<file path="src/h264rtp_pkg.sv">
// Shared types and constants for the H.264 RTP depacketizer core.
// Used by h264rtp_front, h264rtp_queue, h264rtp_back and the top level.
// No dependencies.
package h264rtp_pkg;

    localparam int IN_TDATA_W  = 56;
    localparam int OUT_TDATA_W = 48;

    localparam logic [1:0] KIND_DATA    = 2'd0;
    localparam logic [1:0] KIND_COMMIT  = 2'd1;
    localparam logic [1:0] KIND_DISCARD = 2'd2;

    localparam logic [4:0] NAL_IDR        = 5'd5;
    localparam logic [4:0] NAL_SINGLE_MAX = 5'd23;
    localparam logic [4:0] NAL_FU_A       = 5'd28;
    localparam logic [11:0] FU_MIN_LEN    = 12'd2;

    localparam logic [7:0] SC_ZERO = 8'h00;
    localparam logic [7:0] SC_ONE  = 8'h01;

    // slots of one item's result run, emitted lowest first
    localparam int SLOT_DISC  = 0;
    localparam int SLOT_SC0   = 1;
    localparam int SLOT_SC1   = 2;
    localparam int SLOT_SC2   = 3;
    localparam int SLOT_SC3   = 4;
    localparam int SLOT_DATA  = 5;
    localparam int SLOT_CLOSE = 6;
    localparam int NUM_SLOTS  = 7;

    typedef enum logic [3:0] {
        MODE_IGNORE  = 4'b0001,
        MODE_SINGLE  = 4'b0010,
        MODE_FU_HDR  = 4'b0100,
        MODE_FU_DATA = 4'b1000
    } mode_t;

    typedef struct packed {
        logic        disc_first;
        logic        start_code;
        logic        data_valid;
        logic [7:0]  data_byte;
        logic        close_valid;
        logic        close_commit;
        logic        key;
        logic [31:0] ts;
    } cmd_t;

endpackage

</file>
<file path="src/h264rtp_front.sv">
// Front end: accepts payload items, tracks packet/fragment/frame state and
// emits at most one result command per item. Depends on h264rtp_pkg.
module h264rtp_front (
    input  logic                aclk,
    input  logic                aresetn,
    input  logic                in_valid,
    input  logic                q_full,
    input  logic                action,
    input  logic [7:0]          data_byte,
    input  logic                first_byte,
    input  logic                last_byte,
    input  logic [11:0]         payload_length,
    input  logic                marker,
    input  logic [31:0]         rtp_timestamp,
    output logic                in_ready,
    output logic                push,
    output h264rtp_pkg::cmd_t   cmd
);

    logic [31:0]        cur_ts_reg, cur_ts_next;
    logic               ts_valid_reg, ts_valid_next;
    logic               inside_reg, inside_next;
    logic               idr_reg, idr_next;
    logic               await_reg, await_next;
    logic               nonempty_reg, nonempty_next;
    h264rtp_pkg::mode_t mode_reg, mode_next;
    logic [2:0]         hdr_bits_reg, hdr_bits_next;
    logic               fend_reg, fend_next;
    logic               fidr_reg, fidr_next;

    logic accept;
    logic [4:0] nal_type;

    assign in_ready = !q_full;
    assign accept   = in_valid && in_ready;
    assign nal_type = data_byte[4:0];

    always_comb begin
        cur_ts_next   = cur_ts_reg;
        ts_valid_next = ts_valid_reg;
        inside_next   = inside_reg;
        idr_next      = idr_reg;
        await_next    = await_reg;
        nonempty_next = nonempty_reg;
        mode_next     = mode_reg;
        hdr_bits_next = hdr_bits_reg;
        fend_next     = fend_reg;
        fidr_next     = fidr_reg;
        cmd           = '0;

        if (action) begin
            cmd.disc_first = nonempty_reg;
            await_next     = 1'b1;
            nonempty_next  = 1'b0;
            ts_valid_next  = 1'b0;
            inside_next    = 1'b0;
            idr_next       = 1'b0;
            mode_next      = h264rtp_pkg::MODE_IGNORE;
            fend_next      = 1'b0;
            fidr_next      = 1'b0;
        end else begin
            if (first_byte) begin
                if (ts_valid_reg && (rtp_timestamp != cur_ts_reg) && nonempty_reg) begin
                    cmd.disc_first = 1'b1;
                    await_next     = 1'b1;
                    nonempty_next  = 1'b0;
                    inside_next    = 1'b0;
                    idr_next       = 1'b0;
                end
                cur_ts_next   = rtp_timestamp;
                ts_valid_next = 1'b1;
                fend_next     = 1'b0;
                fidr_next     = 1'b0;
                if (nal_type != 5'd0 && nal_type <= h264rtp_pkg::NAL_SINGLE_MAX) begin
                    cmd.start_code = 1'b1;
                    cmd.data_valid = 1'b1;
                    cmd.data_byte  = data_byte;
                    nonempty_next  = 1'b1;
                    if (nal_type == h264rtp_pkg::NAL_IDR) begin
                        idr_next = 1'b1;
                    end
                    mode_next = h264rtp_pkg::MODE_SINGLE;
                end else if (nal_type == h264rtp_pkg::NAL_FU_A &&
                             payload_length > h264rtp_pkg::FU_MIN_LEN) begin
                    hdr_bits_next = data_byte[7:5];
                    mode_next     = h264rtp_pkg::MODE_FU_HDR;
                end else begin
                    mode_next = h264rtp_pkg::MODE_IGNORE;
                end
            end else begin
                case (mode_reg)
                    h264rtp_pkg::MODE_SINGLE: begin
                        cmd.data_valid = 1'b1;
                        cmd.data_byte  = data_byte;
                        nonempty_next  = 1'b1;
                    end
                    h264rtp_pkg::MODE_FU_HDR: begin
                        if (data_byte[7]) begin
                            cmd.start_code = 1'b1;
                            cmd.data_valid = 1'b1;
                            cmd.data_byte  = {hdr_bits_reg, nal_type};
                            inside_next    = 1'b1;
                            nonempty_next  = 1'b1;
                        end
                        fend_next = data_byte[6];
                        fidr_next = (nal_type == h264rtp_pkg::NAL_IDR);
                        mode_next = h264rtp_pkg::MODE_FU_DATA;
                    end
                    h264rtp_pkg::MODE_FU_DATA: begin
                        if (inside_reg) begin
                            cmd.data_valid = 1'b1;
                            cmd.data_byte  = data_byte;
                            nonempty_next  = 1'b1;
                        end
                    end
                    default: begin
                    end
                endcase
            end

            if (last_byte) begin
                if (mode_next == h264rtp_pkg::MODE_FU_DATA && fend_next) begin
                    inside_next = 1'b0;
                    if (fidr_next) begin
                        idr_next = 1'b1;
                    end
                end
                mode_next = h264rtp_pkg::MODE_IGNORE;
                fend_next = 1'b0;
                fidr_next = 1'b0;
                if (marker) begin
                    if (nonempty_next) begin
                        cmd.close_valid = 1'b1;
                        if (await_next && !idr_next) begin
                            cmd.close_commit = 1'b0;
                        end else begin
                            cmd.close_commit = 1'b1;
                            cmd.key          = idr_next;
                            cmd.ts           = cur_ts_next;
                            if (idr_next) begin
                                await_next = 1'b0;
                            end
                        end
                    end
                    nonempty_next = 1'b0;
                    idr_next      = 1'b0;
                    ts_valid_next = 1'b0;
                end
            end
        end
    end

    assign push = accept &&
                  (cmd.disc_first || cmd.start_code || cmd.data_valid || cmd.close_valid);

    always_ff @(posedge aclk) begin
        if (!aresetn) begin
            cur_ts_reg   <= '0;
            ts_valid_reg <= 1'b0;
            inside_reg   <= 1'b0;
            idr_reg      <= 1'b0;
            await_reg    <= 1'b0;
            nonempty_reg <= 1'b0;
            mode_reg     <= h264rtp_pkg::MODE_IGNORE;
            hdr_bits_reg <= '0;
            fend_reg     <= 1'b0;
            fidr_reg     <= 1'b0;
        end else if (accept) begin
            cur_ts_reg   <= cur_ts_next;
            ts_valid_reg <= ts_valid_next;
            inside_reg   <= inside_next;
            idr_reg      <= idr_next;
            await_reg    <= await_next;
            nonempty_reg <= nonempty_next;
            mode_reg     <= mode_next;
            hdr_bits_reg <= hdr_bits_next;
            fend_reg     <= fend_next;
            fidr_reg     <= fidr_next;
        end
    end

endmodule

</file>
<file path="src/h264rtp_queue.sv">
// Four-entry command queue between front and back end.
// Depends on h264rtp_pkg.
module h264rtp_queue (
    input  logic              aclk,
    input  logic              aresetn,
    input  logic              push,
    input  h264rtp_pkg::cmd_t wr_cmd,
    input  logic              pop,
    output h264rtp_pkg::cmd_t rd_cmd,
    output logic              empty,
    output logic              full
);

    h264rtp_pkg::cmd_t mem_reg [4];
    logic [1:0] wr_ptr_reg, wr_ptr_next;
    logic [1:0] rd_ptr_reg, rd_ptr_next;
    logic [2:0] count_reg, count_next;

    assign empty  = (count_reg == 3'd0);
    assign full   = (count_reg == 3'd4);
    assign rd_cmd = mem_reg[rd_ptr_reg];

    always_comb begin
        wr_ptr_next = wr_ptr_reg + 2'(push);
        rd_ptr_next = rd_ptr_reg + 2'(pop);
        count_next  = count_reg + 3'(push) - 3'(pop);
    end

    always_ff @(posedge aclk) begin
        if (push) begin
            mem_reg[wr_ptr_reg] <= wr_cmd;
        end
    end

    always_ff @(posedge aclk) begin
        if (!aresetn) begin
            wr_ptr_reg <= '0;
            rd_ptr_reg <= '0;
            count_reg  <= '0;
        end else begin
            wr_ptr_reg <= wr_ptr_next;
            rd_ptr_reg <= rd_ptr_next;
            count_reg  <= count_next;
        end
    end

endmodule

</file>
<file path="src/h264rtp_back.sv">
// Back end: expands queued commands into result items, one per cycle unless
// the output stalls, into a registered output stage. Depends on h264rtp_pkg.
module h264rtp_back (
    input  logic              aclk,
    input  logic              aresetn,
    input  h264rtp_pkg::cmd_t cmd,
    input  logic              q_empty,
    output logic              pop,
    input  logic              out_ready,
    output logic              out_valid,
    output logic [1:0]        out_kind,
    output logic [7:0]        out_byte,
    output logic              out_key,
    output logic [31:0]       out_ts,
    output logic              out_last
);

    localparam int NS = h264rtp_pkg::NUM_SLOTS;

    logic          busy_reg, busy_next;
    logic [NS-1:0] mask_reg, mask_next;
    logic          valid_reg;
    logic [1:0]    kind_reg, kind_next;
    logic [7:0]    byte_reg, byte_next;
    logic          key_reg, key_next;
    logic [31:0]   ts_reg, ts_next;
    logic          last_reg, last_next;

    logic [NS-1:0] head_mask, cur_mask, pick, rest;
    logic          advance;

    always_comb begin
        head_mask = '0;
        head_mask[h264rtp_pkg::SLOT_DISC]  = cmd.disc_first;
        head_mask[h264rtp_pkg::SLOT_SC0]   = cmd.start_code;
        head_mask[h264rtp_pkg::SLOT_SC1]   = cmd.start_code;
        head_mask[h264rtp_pkg::SLOT_SC2]   = cmd.start_code;
        head_mask[h264rtp_pkg::SLOT_SC3]   = cmd.start_code;
        head_mask[h264rtp_pkg::SLOT_DATA]  = cmd.data_valid;
        head_mask[h264rtp_pkg::SLOT_CLOSE] = cmd.close_valid;
    end

    assign cur_mask = busy_reg ? mask_reg : head_mask;
    assign pick     = cur_mask & (~cur_mask + NS'(1));
    assign rest     = cur_mask & ~pick;
    assign advance  = !q_empty && (!valid_reg || out_ready);
    assign pop      = advance && (rest == '0);

    always_comb begin
        kind_next = h264rtp_pkg::KIND_DATA;
        byte_next = '0;
        key_next  = 1'b0;
        ts_next   = '0;
        last_next = (rest == '0);
        if (pick[h264rtp_pkg::SLOT_DISC]) begin
            kind_next = h264rtp_pkg::KIND_DISCARD;
        end else if (pick[h264rtp_pkg::SLOT_SC0] || pick[h264rtp_pkg::SLOT_SC1] ||
                     pick[h264rtp_pkg::SLOT_SC2]) begin
            byte_next = h264rtp_pkg::SC_ZERO;
        end else if (pick[h264rtp_pkg::SLOT_SC3]) begin
            byte_next = h264rtp_pkg::SC_ONE;
        end else if (pick[h264rtp_pkg::SLOT_DATA]) begin
            byte_next = cmd.data_byte;
        end else if (pick[h264rtp_pkg::SLOT_CLOSE]) begin
            if (cmd.close_commit) begin
                kind_next = h264rtp_pkg::KIND_COMMIT;
                key_next  = cmd.key;
                ts_next   = cmd.ts;
            end else begin
                kind_next = h264rtp_pkg::KIND_DISCARD;
            end
        end
        busy_next = busy_reg;
        mask_next = mask_reg;
        if (advance) begin
            busy_next = (rest != '0);
            mask_next = rest;
        end
    end

    always_ff @(posedge aclk) begin
        if (!aresetn) begin
            valid_reg <= 1'b0;
            busy_reg  <= 1'b0;
            mask_reg  <= '0;
        end else begin
            busy_reg <= busy_next;
            mask_reg <= mask_next;
            if (advance) begin
                valid_reg <= 1'b1;
            end else if (out_ready) begin
                valid_reg <= 1'b0;
            end
        end
    end

    always_ff @(posedge aclk) begin
        if (advance) begin
            kind_reg <= kind_next;
            byte_reg <= byte_next;
            key_reg  <= key_next;
            ts_reg   <= ts_next;
            last_reg <= last_next;
        end
    end

    assign out_valid = valid_reg;
    assign out_kind  = kind_reg;
    assign out_byte  = byte_reg;
    assign out_key   = key_reg;
    assign out_ts    = ts_reg;
    assign out_last  = last_reg;

endmodule

</file>
<file path="src/h264_rtp_depacketizer_core.sv">
// Top level of the H.264 RTP depacketizer (single NAL units and FU-A).
// Depends on h264rtp_pkg, h264rtp_front, h264rtp_queue, h264rtp_back.
//
// Usage:
//   s_ channel carries RTP payload bytes or a packet-lost event (tuser = 1).
//   tlast marks the last payload byte of a packet.
//   m_ channel carries the Annex-B stream: data bytes (tuser = 0), frame
//   commits (tuser = 1) with key flag and timestamp, and discards (tuser = 2).
//   m_tlast marks the last result caused by one input item.
// Path: an accepted item's command is written into the queue, and the back
//   end then loads its first result into the output register for m_.
// Throughput: one result item per cycle while m_tready is high, set by the
//   output register. An item with no result leaves the back end idle; an
//   item yields up to 7 results, emitted in turn before its command is popped.
//   A 4-entry command queue lets the front keep taking items meanwhile.
// Reset: all frame and packet state cleared, queue and output emptied.
// Stall: when m_tready is low the output register holds; the queue fills
//   and s_tready drops once it holds 4 commands.
module h264_rtp_depacketizer_core (
    input  logic                                aclk,
    input  logic                                aresetn,
    input  logic                                s_tvalid,
    output logic                                s_tready,
    // data_byte[7:0], first_byte[8], payload_length[20:9], marker[21],
    // rtp_timestamp[53:22], zero fill
    input  logic [h264rtp_pkg::IN_TDATA_W-1:0]  s_tdata,
    input  logic                                s_tlast,   // last_byte
    input  logic                                s_tuser,   // action
    output logic                                m_tvalid,
    input  logic                                m_tready,
    // out_byte[7:0], key_frame[8], frame_timestamp[40:9], zero fill
    output logic [h264rtp_pkg::OUT_TDATA_W-1:0] m_tdata,
    output logic                                m_tlast,   // last_of_run
    output logic [1:0]                          m_tuser    // kind
);

    h264rtp_pkg::cmd_t wr_cmd, rd_cmd;
    logic push, pop, q_empty, q_full;
    logic [7:0]  out_byte;
    logic        out_key;
    logic [31:0] out_ts;

    h264rtp_front u_front (
        .aclk           (aclk),
        .aresetn        (aresetn),
        .in_valid       (s_tvalid),
        .q_full         (q_full),
        .action         (s_tuser),
        .data_byte      (s_tdata[7:0]),
        .first_byte     (s_tdata[8]),
        .last_byte      (s_tlast),
        .payload_length (s_tdata[20:9]),
        .marker         (s_tdata[21]),
        .rtp_timestamp  (s_tdata[53:22]),
        .in_ready       (s_tready),
        .push           (push),
        .cmd            (wr_cmd)
    );

    h264rtp_queue u_queue (
        .aclk    (aclk),
        .aresetn (aresetn),
        .push    (push),
        .wr_cmd  (wr_cmd),
        .pop     (pop),
        .rd_cmd  (rd_cmd),
        .empty   (q_empty),
        .full    (q_full)
    );

    h264rtp_back u_back (
        .aclk      (aclk),
        .aresetn   (aresetn),
        .cmd       (rd_cmd),
        .q_empty   (q_empty),
        .pop       (pop),
        .out_ready (m_tready),
        .out_valid (m_tvalid),
        .out_kind  (m_tuser),
        .out_byte  (out_byte),
        .out_key   (out_key),
        .out_ts    (out_ts),
        .out_last  (m_tlast)
    );

    assign m_tdata = {7'd0, out_ts, out_key, out_byte};

endmodule
</file>
<file path="config.mk">
export PLATFORM = sky130hd
export DESIGN_NAME = h264_rtp_depacketizer_core
export DESIGN_NICKNAME = d
export VERILOG_FILES = /design/src/h264rtp_pkg.sv /design/src/h264rtp_front.sv /design/src/h264rtp_queue.sv /design/src/h264rtp_back.sv /design/src/h264_rtp_depacketizer_core.sv
export SDC_FILE = /design/constraint.sdc
export NUM_CORES = 1
export LEC_CHECK = 0
export ABC_AREA = 1
export BUFFER_PORTS_ARGS = -buffer_cell sky130_fd_sc_hd__buf_2
export CELL_PAD_IN_SITES_DETAIL_PLACEMENT = 2
export CELL_PAD_IN_SITES_GLOBAL_PLACEMENT = 2
export CORE_MARGIN = 2
export CORE_UTILIZATION = 35
export CTS_CLUSTER_DIAMETER = 200
export CTS_CLUSTER_SIZE = 25
export DETAILED_ROUTE_END_ITERATION = 8
export PLACE_DENSITY_LB_ADDON = 0.1
export REMOVE_ABC_BUFFERS = 1
export SLEW_MARGIN = 5
export SYNTH_ARGS = -nofsm -noshare
export SYNTH_HDL_FRONTEND = slang
export SYNTH_SLANG_ARGS = --single-unit
</file>
<file path="constraint.sdc">
create_clock -name aclk -period 4.36 [get_ports aclk]
set_input_delay 0.654 -clock aclk [delete_from_list [all_inputs] [get_ports aclk]]
set_output_delay 0.654 -clock aclk [all_outputs]
set_load 0.02 [all_outputs]
</file>
Word level (Yosys, flattened, before mapping). Memories as Yosys holds them, arrays and structs flattened. A register that Yosys moved wholly into a read port is not among the register bits. Cells that the tools add are included. Widths: inputs -> output; s select.

Bits in registers: 106. Memory bits (writable): 184. Input port bits: 62. Output and inout port bits: 53. Logic and storage cells: 166. Memories: 1.

Memory list: u_queue.mem_reg (words 4, bits a word 46, read ports 1, clocked after Yosys merged registers in 1, wr ports 1, RTL line h264rtp_queue.sv:14) `h264rtp_pkg::cmd_t mem_reg [4];`.

Add/subtract/negate cells: 5. Order comparisons: 2. Equality and inequality tests: 8. Mux-type cells: 87. Bitwise gates (word level): 9. Reductions and logical operators: 31.

Operators with widths (count): $mux 35 (3); $mux 1 (61); $mux 45 (1); $mux 33 (1); $mux 32 (1); $ne 32x32->1 (1); $mux 10 (3); $pmux 9 s3 (1); $mux 4 (6); $and 7x7->7 (2); $not 7->7 (2); $gt 12x2->1 const B (1); $mux 2 (6); $logic_and 1x1->1 (10); $mux 9 (1); $eq 4x4->1 const B (2); $add 7x1->7 const B (1); $logic_not 7->1 (1); $mux 7 (1); $reduce_bool 7->1 (1); $logic_or 1x1->1 (6); $reduce_or 6->1 (1); $eq 5x3->1 const B (1); $eq 5x5->1 const B (1); 19 further kinds (27).

Depth between registers and ports, before layout.
Depth in word-level cells: 24. Gate-level depth with buffers: 22. Mapped depth without buffers: 21.

By module. From an unflattened synthesis, not the netlist that was laid out.

Cells, all modules: 1298. Area, all modules: 13267.7 µm².

Modules (own cells, without submodules): h264rtp_queue (instances 1, cells each 581, area each 7529.7 µm², seq. area each 5665.4 µm²); h264rtp_front (instances 1, cells each 503, area each 3443.3 µm², seq. area each 920.9 µm²); h264rtp_back (instances 1, cells each 205, area each 2230.9 µm², seq. area each 1481.4 µm²); h264_rtp_depacketizer_core (instances 1, cells each 9, area each 63.8 µm², seq. area each 0.0 µm²).

Least setup slack after synthesis. OpenSTA, ideal clock, no wires.

Kind: input to register. Start: input s_tdata[53] in the netlist's numbering. End: memory u_queue.mem_reg[0][0] in the netlist's numbering, enable pin. Library setup time: 450 ps. Arrival: 3705 ps. Required time: 3910 ps. Slack: 205 ps. Stages on the path: 15. Buffers on the path: 0. Cell sequence: inv_1 nand2_1 nand2_1 nand2_1 nor2_1 nand2_1 nor2_1 nand2_1 nand3_1 nand2_1 nand2_1 nand2_1 a21oi_1 inv_1 nor2_1.

Cells in the longest elaborated chain, start to end: 15. Elaborated cells between the ends (all ways): 20. Those cells by class: 1 x eq/ne; 13 x mux; 6 x reduce/logical.

Ends and longest elaborated chain: start: declaration (RTL line h264_rtp_depacketizer_core.sv:26) `input logic [h264rtp_pkg::IN_TDATA_W-1:0] s_tdata,`; $ne 32x32->1 * (RTL line h264rtp_front.sv:63) `if (ts_valid_reg && (rtp_timestamp != cur_ts_reg) && nonempty_reg) begin`; $logic_and 1x1->1 * (2 in a row) (RTL line h264rtp_front.sv:63); $mux 1 (RTL line h264rtp_front.sv:63); $mux 1 (RTL line h264rtp_front.sv:74) `if (nal_type != 5'd0 && nal_type <= h264rtp_pkg::NAL_SINGLE_MAX) begin`; $mux 1 (RTL line h264rtp_front.sv:62) `if (first_byte) begin`; $mux 1 (RTL line h264rtp_front.sv:51) `if (action) begin`; $mux 35 (RTL line h264rtp_front.sv:132) `if (nonempty_next) begin`; $mux 35 (RTL line h264rtp_front.sv:131) `if (marker) begin`; $mux 35 (RTL line h264rtp_front.sv:121) `if (last_byte) begin`; $mux 45 (RTL line h264rtp_front.sv:51); $logic_or 1x1->1 * (RTL line h264rtp_front.sv:154) `(cmd.disc_first || cmd.start_code || cmd.data_valid || cmd.close_valid);`; $logic_and 1x1->1 * (RTL line h264rtp_front.sv:153) `assign push = accept &&`; $mux 1 * (RTL line h264rtp_queue.sv:30) `if (push) begin`; $mux 1 (implied by the code) * (RTL line h264rtp_queue.sv:31) `mem_reg[wr_ptr_reg] <= wr_cmd;`; end: declaration (RTL line h264rtp_queue.sv:14).

Mark *: on every way between the ends. The rest lies on a longest branch, timed or not. The select of a mux whose other input is x is not followed.

==> run metrics <==
#FFs+latches synth 289; Reg clk slew, reported paths 0.11 ns; Critical Path Fanout Max 13; power per cell area 480.2 mW/mm^2; setup ws final 0.8127 ns; number of CTS-inserted buffers 15; die height 192.7 um; R2R Path Start u_queue.rd_ptr_reg[1]$_SDFF_PN0_; Filler Cells Inserted 3775; WHS 0.4602 ns; CTS resizes 0; gr usage total 18.62%; Final Power 0.006686 W; number of synthesis warnings 0; final instance area 0.01392 mm^2; fmax 0.2819 GHz; Routed WL 34040 um; crit-path cells nor2_1 -> o21ai_0 -> nand2_1 -> nand2_2 -> inv_1 -> a21oi_2 -> nand3_1 -> o21ai_0 -> nand4_1 -> inv_1 -> ha_1 -> inv_1 -> ha_1 -> inv_1 -> fa_1 -> inv_1 -> o21ai_0 -> a21oi_1; Hold Crit Class reg2reg; vias in the first global route 9124; Worst Path Required 4.80 ns; DR iter-0 viols 315; layout cell share with drive strength beyond 1 15.64%; Slew Limit Fails 0; Port Buf Inserts 105; postcts setup bufs 0; DIE AREA 0.03714 mm^2; Inst Count DP 1683; Ant. Diodes 0; clk sinks 289; CP Capture Type flip-flop; met3 usage 1.746%; filler-free cell count of the finished design 1708; CP peak stage delay 0.70 ns; maxcap violations 0; Synth Cell Area 0.01246 mm^2; initial antenna violation count 0; post-route ant nets 0; startpoint types flip-flop; gr ovfl total 0; pin count of the biggest net entering global routing 59; die width 192.7 um; met2 Track Usage GR 33.09%; Final Hold Viols 0; core region area 0.03531 mm^2; vias after detailed routing 8572; most common cell after layout, fill and taps aside nand2_1; row count 69; Final Setup Violations 0; critical path type reg2reg; H-Tree Level Count 1; Clock Skew 0.01817 ns; post-synthesis cell count 1152; GRT met1 Usage 24.89%; DRT Pass-1 Iters 5; gr busiest metal met2; fin nets 1306; Initial Util 35.30%; Leak 5.404 nW; post-synth cell types 43; RSZ-0062 raised after global routing false; GP Congestion 0.7113; prevailing post-synth register cell edfxtp_1; max reg flops 184; CP Launch Point u_queue.rd_ptr_reg[1]$_SDFF_PN0_; Layout area overhead 11.70%; Post-synth EDFFs 228; DRC viols 0; DR vias/cell 5.019; I/O pin cnt 115; maximum VDD drop 0.2513 mV; final period utilization 81.36%; wire per inst 19.93 um; Place WS 0.7518 ns; most frequent cells in the layout nand2_1 (254), edfxtp_1 (228), a21oi_1 (130); CTS tree built; max-slew headroom at the worst pin 40.57%; Clock Tree Buf Depth 3; Clock Tree Root clkbuf_16; result of the run completed; sequential share of the synthesized area 64.73%; WP data arrival 3.99 ns; first-pass GRT wire length 52670 um; Worst path slowest cell dfxtp_1; Hold Buf Count CTS 0; minimum clock period after layout 3.547 ns; most used cell, CP inv_1; Worst Tran Pin Value 0.8902 ns; Worst-Skew Late Latency 0.50 ns; Post-synth ARST share 0%; dpl cell area 0.01350 mm^2; Syn Area/Cell 10.82 um^2; Final HPWL DP 21640 um; Worst Hold Launch u_front.hdr_bits_reg[0]$_SDFFE_PN0P_
[worst paths after layout]
path	end	slack [ns]	cells after the start
hold / removal	u_front.hdr_bits_reg[0]$_SDFFE_PN0P_	0.46	2
setup / recovery	u_queue.count_reg[2]$_SDFF_PN0_	0.81	18
setup reg to reg	u_queue.count_reg[2]$_SDFF_PN0_	0.81	18
hold reg to reg	u_front.hdr_bits_reg[0]$_SDFFE_PN0P_	0.46	2
[per-layer routing]
metal	share of wire [%]	vias up
met4	1.3	0
li1	-	4114
met3	2.5	27
met2	50	94
met5	0	-
met1	46	4337
[per-stage QoR]
step,TNS (ns),utilization [%]
floorplan,-8.814,-
global placement,0,38.23
detailed placement,0,38.23
CTS,0,39.43
global route,0,39.43
finish,0,39.43
[critical path: cells and delay by family, from the launching register on]
kind            cells  cell delay [ns]
compound gates      5             0.91
fa+ha+maj           3             0.76
buf+inv             5             0.42
flops               1             0.70
simple gates        5             0.70
[area by class of cell]
cell class | count | area (um^2) | share of cell area [%]
clock buffer | 24 | 409.1 | 2.939
clock inverter | 1 | 16.27 | 0.1168
inverter | 75 | 281.5 | 2.022
multi-input combinational | 729 | 3825 | 27.47
sequential | 289 | 8071 | 57.97
tap | 461 | 576.8 | 4.143
timing repair buffer | 129 | 743.2 | 5.338
[report_power, final]
part | switching [W] | internal [W] | leakage, nW
logic | 0.00114 | 0.000435 | 2.53
registers | 0.000159 | 0.00340 | 2.67
clock network | 0.000890 | 0.000662 | 0.202
total | 0.00219 | 0.00450 | 5.40
[cell usage after synthesis, types with 2 or more instances]
library cell	number	area share, %
a211oi_2	29	2.9
dfxtp_1	61	9.8
nand2_2	2	0.10
buf_6	10	0.90
buf_1	6	0.18
a211oi_1	7	0.42
o21ai_1	2	0.080
o22ai_1	3	0.15
edfxtp_1	228	55
a32o_1	2	0.16
a21oi_1	130	5.2
a21oi_2	3	0.21
a221oi_1	2	0.14
a31oi_1	3	0.15
xnor2_1	24	1.7
nand4_1	8	0.40
nand3_1	18	0.72
inv_1	72	2.2
nand2_1	254	7.6
o21a_1	21	1.3
mux2i_1	22	1.8
or2_2	2	0.10
clkbuf_1	38	1.1
buf_4	9	0.54
ha_1	4	0.40
o21ai_0	49	2.0
nor2_1	126	3.8
inv_2	2	0.060
[logic make-up after synthesis]
kind of cell / share of synthesized area, %
adder cells (fa/ha/maj): 0.5622
XOR/XNOR: 1.686
AND/OR/NAND/NOR: 13.18
buffers and inverters: 5.190
AO/OA/AOI/OAI: 12.86
other: 0.03009
multiplexers: 1.767
flip-flops: 64.73
(Power assumes the default switching activity.)
